[config.mk]
export PLATFORM = sky130hd
export DESIGN_NAME = splitmix64_bounded_random
export DESIGN_NICKNAME = d
export VERILOG_FILES = /design/src/smbr_pkg.sv /design/src/splitmix64_bounded_random.sv
export SDC_FILE = /design/constraint.sdc
export NUM_CORES = 2
export LEC_CHECK = 0
export ABC_CLOCK_PERIOD_IN_PS = 20700
export BUFFER_PORTS_ARGS = -buffer_cell sky130_fd_sc_hd__buf_2
export CORE_UTILIZATION = 40
export CTS_CLUSTER_SIZE = 28
export DETAILED_ROUTE_END_ITERATION = 10
export SYNTH_ARGS = -nofsm -noshare
export SYNTH_HDL_FRONTEND = slang
export SYNTH_SLANG_ARGS = --single-unit
[constraint.sdc]
create_clock -name clk_i -period 20.7 [get_ports clk_i]
set_input_delay 1.035 -clock clk_i [delete_from_list [all_inputs] [get_ports clk_i]]
set_output_delay 1.035 -clock clk_i [all_outputs]
set_load 0.01 [all_outputs]
[src/smbr_pkg.sv]
// Package with the constants and request codes of the bounded splitmix64 generator.
`timescale 1ns / 1ps
`default_nettype none

package smbr_pkg;

  localparam int unsigned WORD_W = 64;
  localparam int unsigned DIGIT_W = 4;
  localparam int unsigned MUL_DIGITS = WORD_W / DIGIT_W;
  localparam int unsigned CNT_W = $clog2(WORD_W);

  localparam logic [WORD_W-1:0] GOLDEN_GAMMA = 64'h9e3779b97f4a7c15;
  localparam logic [WORD_W-1:0] MIX_MUL_A = 64'hbf58476d1ce4e5b9;
  localparam logic [WORD_W-1:0] MIX_MUL_B = 64'h94d049bb133111eb;

  localparam int unsigned SHIFT_A = 30;
  localparam int unsigned SHIFT_B = 27;
  localparam int unsigned SHIFT_C = 31;
  localparam int unsigned SEED_SHL = 6;
  localparam int unsigned SEED_SHR = 2;

  typedef enum logic [1:0] {
    REQ_RESEED  = 2'd0,
    REQ_RAW     = 2'd1,
    REQ_BOUNDED = 2'd2
  } req_e;

endpackage

`default_nettype wire

[src/splitmix64_bounded_random.sv]
// Bounded splitmix64 generator: digit-serial mixer, bit-serial modulo and request sequencer.
//
// A request enters on req_valid_i / req_stall_o with req_type_i and its operands. A reseed
// request (code 0) replaces the generator state with the mix of frame_seed_i and stream_id_i
// and gives no result. A raw request (code 1) advances the state and returns the mixed word.
// A bounded request (code 2) returns a uniform value in the inclusive signed range given by
// range_min_i and range_max_i, using rejection sampling. Code 3 is taken and ignored.
// Results leave on draw_valid_o / draw_stall_i through an output register.
// The mixer multiplies by a 4-bit digit of its constant per cycle; the modulo unit resolves
// one quotient bit per cycle. A bounded request may draw more than one word before one is
// accepted; a full 64-bit range skips the modulo steps.
// One request is worked on at a time; the next is accepted once the sequencer is idle,
// even while a result still waits in the output register. A stalled receiver holds that
// result and stops the sequencer only when a second result is ready to be written.
// Reset clears the generator state to zero and empties the output register.
`timescale 1ns / 1ps
`default_nettype none

module splitmix64_bounded_random (
  input  wire logic                                clk_i,
  input  wire logic                                rst_ni,
  input  wire logic                                req_valid_i,
  output logic                                     req_stall_o,
  input  wire logic [1:0]                          req_type_i,
  input  wire logic [smbr_pkg::WORD_W-1:0]         frame_seed_i,
  input  wire logic [smbr_pkg::WORD_W-1:0]         stream_id_i,
  input  wire logic signed [smbr_pkg::WORD_W-1:0]  range_min_i,
  input  wire logic signed [smbr_pkg::WORD_W-1:0]  range_max_i,
  output logic                                     draw_valid_o,
  input  wire logic                                draw_stall_i,
  output logic [smbr_pkg::WORD_W-1:0]              draw_value_o
);

  typedef enum logic [15:0] {
    ST_IDLE   = 16'h0001,
    ST_SWAP   = 16'h0002,
    ST_SPAN   = 16'h0004,
    ST_LIM    = 16'h0008,
    ST_ADDG   = 16'h0010,
    ST_FIN_A  = 16'h0020,
    ST_MUL_A  = 16'h0040,
    ST_FIN_B  = 16'h0080,
    ST_MUL_B  = 16'h0100,
    ST_FIN_C  = 16'h0200,
    ST_CHECK  = 16'h0400,
    ST_SEED_1 = 16'h0800,
    ST_SEED_2 = 16'h1000,
    ST_DIV    = 16'h2000,
    ST_REM    = 16'h4000,
    ST_OUT    = 16'h8000
  } state_e;

  localparam int unsigned W = smbr_pkg::WORD_W;
  localparam int unsigned DW = smbr_pkg::DIGIT_W;
  localparam int unsigned CW = smbr_pkg::CNT_W;
  localparam logic [CW-1:0] MUL_LAST = CW'(smbr_pkg::MUL_DIGITS - 1);
  localparam logic [CW-1:0] DIV_LAST = CW'(W - 1);

  state_e st_q, st_d;
  smbr_pkg::req_e op_q, op_d;
  logic pass_q, pass_d;
  logic full_q, full_d;
  logic div_final_q, div_final_d;
  logic [CW-1:0] cnt_q, cnt_d;
  logic [W-1:0] rng_state_q, rng_state_d;
  logic [W-1:0] w_q, w_d;
  logic [W-1:0] seed_q, seed_d;
  logic [W-1:0] lo_q, lo_d;
  logic [W-1:0] span_q, span_d;
  logic [W-1:0] limit_q, limit_d;
  logic [W-1:0] acc_q, acc_d;
  logic [W-1:0] m_q, m_d;
  logic [W-1:0] c_q, c_d;
  logic [W-1:0] num_q, num_d;
  logic [W-1:0] rem_q, rem_d;
  logic out_valid_q, out_valid_d;
  logic [W-1:0] out_value_q, out_value_d;

  logic req_accept;
  logic [W-1:0] pp;
  logic [W:0] rem_shift;
  logic [W:0] rem_diff;
  logic [W-1:0] rem_next;
  logic [W-1:0] span_calc;
  logic [W-1:0] fin_a;
  logic [W-1:0] fin_b;
  logic out_free;

  assign req_stall_o = (st_q != ST_IDLE);
  assign req_accept = req_valid_i && !req_stall_o;
  assign draw_valid_o = out_valid_q;
  assign draw_value_o = out_value_q;
  assign out_free = !out_valid_q || !draw_stall_i;

  assign pp = m_q * W'(c_q[DW-1:0]);
  assign rem_shift = {rem_q, num_q[W-1]};
  assign rem_diff = rem_shift - {1'b0, span_q};
  assign rem_next = rem_diff[W] ? rem_shift[W-1:0] : rem_diff[W-1:0];
  assign span_calc = span_q - lo_q + W'(1);
  assign fin_a = w_q ^ (w_q >> smbr_pkg::SHIFT_A);
  assign fin_b = acc_q ^ (acc_q >> smbr_pkg::SHIFT_B);

  always_comb begin
    st_d = st_q;
    op_d = op_q;
    pass_d = pass_q;
    full_d = full_q;
    div_final_d = div_final_q;
    cnt_d = cnt_q;
    rng_state_d = rng_state_q;
    w_d = w_q;
    seed_d = seed_q;
    lo_d = lo_q;
    span_d = span_q;
    limit_d = limit_q;
    acc_d = acc_q;
    m_d = m_q;
    c_d = c_q;
    num_d = num_q;
    rem_d = rem_q;
    out_valid_d = out_valid_q && draw_stall_i;
    out_value_d = out_value_q;

    unique case (st_q) inside
      ST_IDLE: begin
        if (req_accept) begin
          unique case (req_type_i)
            smbr_pkg::REQ_RESEED: begin
              op_d = smbr_pkg::REQ_RESEED;
              pass_d = 1'b0;
              w_d = stream_id_i;
              seed_d = frame_seed_i;
              st_d = ST_ADDG;
            end
            smbr_pkg::REQ_RAW: begin
              op_d = smbr_pkg::REQ_RAW;
              full_d = 1'b0;
              st_d = ST_ADDG;
            end
            smbr_pkg::REQ_BOUNDED: begin
              op_d = smbr_pkg::REQ_BOUNDED;
              lo_d = range_min_i;
              span_d = range_max_i;
              st_d = ST_SWAP;
            end
            default: begin
              st_d = ST_IDLE;
            end
          endcase
        end
      end
      ST_SWAP: begin
        if ($signed(span_q) < $signed(lo_q)) begin
          lo_d = span_q;
          span_d = lo_q;
        end
        st_d = ST_SPAN;
      end
      ST_SPAN: begin
        span_d = span_calc;
        full_d = (span_calc == '0);
        st_d = (span_calc == '0) ? ST_ADDG : ST_LIM;
      end
      ST_LIM: begin
        num_d = '0 - span_q;
        rem_d = '0;
        cnt_d = '0;
        div_final_d = 1'b0;
        st_d = ST_DIV;
      end
      ST_ADDG: begin
        if (op_q == smbr_pkg::REQ_RESEED) begin
          w_d = w_q + smbr_pkg::GOLDEN_GAMMA;
        end else begin
          w_d = rng_state_q + smbr_pkg::GOLDEN_GAMMA;
          rng_state_d = rng_state_q + smbr_pkg::GOLDEN_GAMMA;
        end
        st_d = ST_FIN_A;
      end
      ST_FIN_A: begin
        m_d = fin_a;
        c_d = smbr_pkg::MIX_MUL_A;
        acc_d = '0;
        cnt_d = '0;
        st_d = ST_MUL_A;
      end
      ST_MUL_A, ST_MUL_B: begin
        acc_d = acc_q + pp;
        m_d = m_q << DW;
        c_d = c_q >> DW;
        cnt_d = cnt_q + CW'(1);
        if (cnt_q == MUL_LAST) begin
          st_d = (st_q == ST_MUL_A) ? ST_FIN_B : ST_FIN_C;
        end
      end
      ST_FIN_B: begin
        m_d = fin_b;
        c_d = smbr_pkg::MIX_MUL_B;
        acc_d = '0;
        cnt_d = '0;
        st_d = ST_MUL_B;
      end
      ST_FIN_C: begin
        w_d = acc_q ^ (acc_q >> smbr_pkg::SHIFT_C);
        st_d = ST_CHECK;
      end
      ST_CHECK: begin
        if (op_q == smbr_pkg::REQ_RESEED) begin
          if (pass_q) begin
            rng_state_d = w_q;
            st_d = ST_IDLE;
          end else begin
            pass_d = 1'b1;
            st_d = ST_SEED_1;
          end
        end else if (op_q == smbr_pkg::REQ_RAW || full_q) begin
          st_d = ST_OUT;
        end else if (w_q < limit_q) begin
          st_d = ST_ADDG;
        end else begin
          num_d = w_q;
          rem_d = '0;
          cnt_d = '0;
          div_final_d = 1'b1;
          st_d = ST_DIV;
        end
      end
      ST_SEED_1: begin
        w_d = w_q + smbr_pkg::GOLDEN_GAMMA + (seed_q << smbr_pkg::SEED_SHL);
        st_d = ST_SEED_2;
      end
      ST_SEED_2: begin
        w_d = seed_q ^ (w_q + (seed_q >> smbr_pkg::SEED_SHR));
        st_d = ST_ADDG;
      end
      ST_DIV: begin
        rem_d = rem_next;
        num_d = num_q << 1;
        cnt_d = cnt_q + CW'(1);
        if (cnt_q == DIV_LAST) begin
          st_d = ST_REM;
        end
      end
      ST_REM: begin
        if (div_final_q) begin
          w_d = lo_q + rem_q;
          st_d = ST_OUT;
        end else begin
          limit_d = rem_q;
          st_d = ST_ADDG;
        end
      end
      ST_OUT: begin
        if (out_free) begin
          out_valid_d = 1'b1;
          out_value_d = w_q;
          st_d = ST_IDLE;
        end
      end
      default: begin
        st_d = ST_IDLE;
      end
    endcase
  end

  always_ff @(posedge clk_i or negedge rst_ni) begin
    if (!rst_ni) begin
      st_q <= ST_IDLE;
      op_q <= smbr_pkg::REQ_RAW;
      pass_q <= 1'b0;
      full_q <= 1'b0;
      div_final_q <= 1'b0;
      cnt_q <= '0;
      rng_state_q <= '0;
      out_valid_q <= 1'b0;
    end else begin
      st_q <= st_d;
      op_q <= op_d;
      pass_q <= pass_d;
      full_q <= full_d;
      div_final_q <= div_final_d;
      cnt_q <= cnt_d;
      rng_state_q <= rng_state_d;
      out_valid_q <= out_valid_d;
    end
  end

  always_ff @(posedge clk_i) begin
    w_q <= w_d;
    seed_q <= seed_d;
    lo_q <= lo_d;
    span_q <= span_d;
    limit_q <= limit_d;
    acc_q <= acc_d;
    m_q <= m_d;
    c_q <= c_d;
    num_q <= num_d;
    rem_q <= rem_d;
    out_value_q <= out_value_d;
  end

  // The partial remainder of the modulo unit always stays below the divisor.
  assert property (@(posedge clk_i) disable iff (!rst_ni)
    (st_q == ST_DIV || st_q == ST_REM) |-> (rem_q < span_q))
    else $error("Partial remainder is not below the span.");

  assert property (@(posedge clk_i) disable iff (!rst_ni)
    (st_q == ST_MUL_A || st_q == ST_MUL_B) |-> (cnt_q <= MUL_LAST))
    else $error("Multiplier digit count has overrun.");

  assert property (@(posedge clk_i) disable iff (!rst_ni)
    $rose(draw_valid_o) |-> $past(st_q == ST_OUT))
    else $error("A result appeared without passing the output step.");

  assert property (@(posedge clk_i) disable iff (!rst_ni)
    (st_q == ST_OUT) |-> (op_q != smbr_pkg::REQ_RESEED))
    else $error("A reseed request reached the output step.");

  assert property (@(posedge clk_i) disable iff (!rst_ni)
    (st_q == ST_CHECK && op_q == smbr_pkg::REQ_BOUNDED && !full_q && w_q >= limit_q)
      |=> (st_q == ST_DIV && cnt_q == '0))
    else $error("An accepted draw did not start the final modulo.");

endmodule

`default_nettype wire

==> results.cfg <==
[sta]
drv_slew = 0
grt_setup_unrepaired = false
maxSlewHeadroom_pct = 25.4
hold_viol_final = 0
tightest_slew_ns = 1.12
fin_skew_ns = 0.0703
period_minus_slack_ns = 7.07
finalSetupViolations = 0
tns_ns = 0
period_share_pct = 34.1
fmax_mhz = 142
worst_slack_ns = 13.63

[clock_network]
ctsRootBufferMaster = clkbuf_16
clk_pin_slew_worst_paths_ns = 0.07
clk_latency_ns = 0.80
clkSinkCount = 792
post_cts_buffers = 0
cts_buffers = 99
h-tree-depth = 3
cts_resized = 0
postCtsHoldBufs = 0
cts_buffer_depth = 3
cts_tree = built

[logic_synthesis]
syn_area_sq_um = 69800
synthCells = 7708
synth_ff_type = edfxtp_1
syn_area_per_cell_sq_um = 9.06
yosys_warnings = 0
syn_nets = 8700
synth_edf_count = 700
synth_seq_area_share_pct = 33.4
async_flop_share_pct = 11.6
synth_cell_types = 101
synth_seq_cells = 792

[power]
leakage_uw = 0.0319
p_per_area_nw_per_um2 = 151
power_uw = 11600
vdd_ir_drop_max_v = 0.000128

[run_status]
status = finished, final reports clean

[routing]
vias = 61500
antenna_left = 0
wl_met3_um = 18900
wire_per_inst_um = 27.7
drc = 0
first_pass_iters = 8
vias_per_cell = 5.99
wl_met2_um = 127000
top_layer = met5
wirelength_um = 284000
drt_iter0_markers = 6167
met1Wirelength_um = 121000

[setup_path]
slowest_stage = a2111oi_0
required_ns = 21.18
path_max_fanout = 9
critPathKind = reg -> reg
worst_setup_path_end_kind = flip-flop
worst-r2r-cell-count = 23
slowest_delay_ns = 0.64
cp-start-kind = flip-flop
cp.arrival_ns = 7.55
path_cells = ha_1, o21a_1, o2111ai_1, a211oi_1, o21a_1, o311a_1, o311ai_1, nand2_1, nand2_1, xnor2_1, ha_1, a211oi_1, o31ai_1, a21o_1, a21oi_1, o21ai_0, a2111oi_0, nor2_1, a21oi_1, xor2_1, nor2_1, a2111oi_0, o22ai_1

[final_layout]
layout-drive-gt1-share_pct = 9.69
stdcell_area_sq_um = 77400
final_net_count = 8856
area_growth_pct = 10.8
stdcell_count = 10300

[global_route]
first_global_vias = 60000
grt_max_degree = 154
antenna_found_initial = 17
grt-ovfl-total = 0
grt_use_total_pct = 31.7
grt_pass1_wl_um = 409000

[floorplanning]
dieArea_sq_um = 176000
io_pins = 328
start_util_pct = 40.5
core_sq_um = 172000
die_h_um = 420
die_w_um = 420
row_count = 152

[placement]
io_buffers = 327
place_hpwl_um = 227000
gp_congestion = 0.996
placed_cells = 10100
place_area_sq_um = 74000
pre_cts_slack_ns = 13.71

[job]
cap_viol_max_count = 0

[hold_path]
hold_class = in -> async
[report_power, final]
group,internal [uW],switching (uW)
combinational,2500,4530
clock,1080,788
sequential,2220,525
[cell usage in the layout, fill, tap and decap left out, types with 60 or more instances in the layout]
master     netlist  layout
a21o_1         256     256
a21oi_1        609     608
a221oi_1        65      64
a22oi_1        203     203
a31oi_1         67      67
and2_1         121     120
buf_2            7     326
buf_4            0     111
clkbuf_16        0      99
dfrtp_1         90      90
edfxtp_1       700     700
fa_1           218     218
ha_1           512     512
inv_1          453     453
mux2_2          67      67
mux2i_1         67      66
nand2_1        701     695
nand2b_1        77      77
nand3_1        141     141
nand4_1        108     108
nor2_1         636     629
nor2b_1         60      60
nor3_1         139     136
o21ai_0        431     431
o21ai_1        115     114
xnor2_1        409     409
xor2_1         259     259
[area by class of cell]
type                            instances  area, sq um
Fill cell                           16800        95100
Clock buffer                          115         2550
Sequential cell                       792        23300
Clock inverter                         69          861
Timing Repair Buffer                  440         2520
Antenna cell                            9         22.5
Tap cell                             2310         2890
Multi-Input combinational cell       6063        43500
Inverter                              468         1760
[flip-flops by register name (all words and copies together), names as in the netlist]
register	cells
cnt_q	6
span_q	64
rng_state_q	64
full_q	1
m_q	64
num_q	64
st_q	16
limit_q	64
rem_q	64
w_q	64
c_q	60
seed_q	64
div_final_q	1
lo_q	64
draw_value_o	64
acc_q	64
draw_valid_o	1
op_q	2
pass_q	1
[metal layers]
metal / track usage [%] / vias up
met3: 4.92 / 510
met1: 41.9 / 30300
met2: 49.8 / 2330
li1: - / 28400
met4: 16.7 / 14
met5: 0 / -
[metrics by stage]
step                hold WS, ns  utilization, %
floorplan                 0.452               -
global placement          0.485            42.9
detailed placement        0.489            42.9
CTS                       0.291            44.9
global route              0.332            44.9
finish                    0.303            44.9
[worst max-delay path, delay by kind of cell (launching register included)]
| family | cells | cell delay, ns |
|---|---|---|
| XOR/XNOR | 2 | 0.33 |
| AND/OR/NAND/NOR | 4 | 0.56 |
| AO/OA/AOI/OAI | 15 | 4.61 |
| flip-flops | 1 | 0.59 |
| adder cells (fa/ha/maj) | 2 | 0.65 |
[final timing paths]
kind                                  start         endpoint  slack (ns)
setup / recovery                     w_q[1]          w_q[62]       13.63
hold / removal                       rst_ni           full_q        0.30
setup reg to reg                     w_q[1]          w_q[62]       13.63
hold reg to reg                     c_q[50]          c_q[46]        0.50
max in group asynchronous            rst_ni  rng_state_q[44]       19.01
min in group clk_i         frame_seed_i[27]       seed_q[27]        0.42
[synthesized netlist by cell type (all sizes together) (39+ instances only)]
cell | count | area (sq um)
a31oi | 67 | 419
nand2b | 77 | 482
nand3 | 143 | 726
nor2b | 60 | 375
a221oi | 65 | 569
inv | 467 | 1750
a21oi | 609 | 3050
and2 | 121 | 757
mux2i | 67 | 671
o21a | 54 | 405
edfxtp | 700 | 21000
a211oi | 60 | 450
nor2 | 639 | 2420
o211ai | 39 | 293
fa | 218 | 4360
dfrtp | 90 | 2250
xnor2 | 409 | 3580
xor2 | 259 | 2270
a21o | 256 | 1920
o21bai | 57 | 428
and3 | 54 | 338
o221ai | 44 | 385
ha | 512 | 6410
nand4 | 108 | 676
a22oi | 203 | 1520
nor3 | 141 | 722
or3 | 49 | 327
nand2 | 702 | 2640
mux2 | 68 | 766
o21ai | 547 | 2740
clkbuf | 350 | 1310
[logic make-up after synthesis]
group	Yosys count	share of synthesized area (%)
AOI/OAI and AO/OA	2283	20.9
xor gates and xnor gates	668	8.38
adders and majority gates	730	15.4
buffers and inverters	853	4.60
DFF	792	33.4
muxes	135	2.06
and+or+nand+nor	2247	15.3
Power figures use the tool's default switching activity.
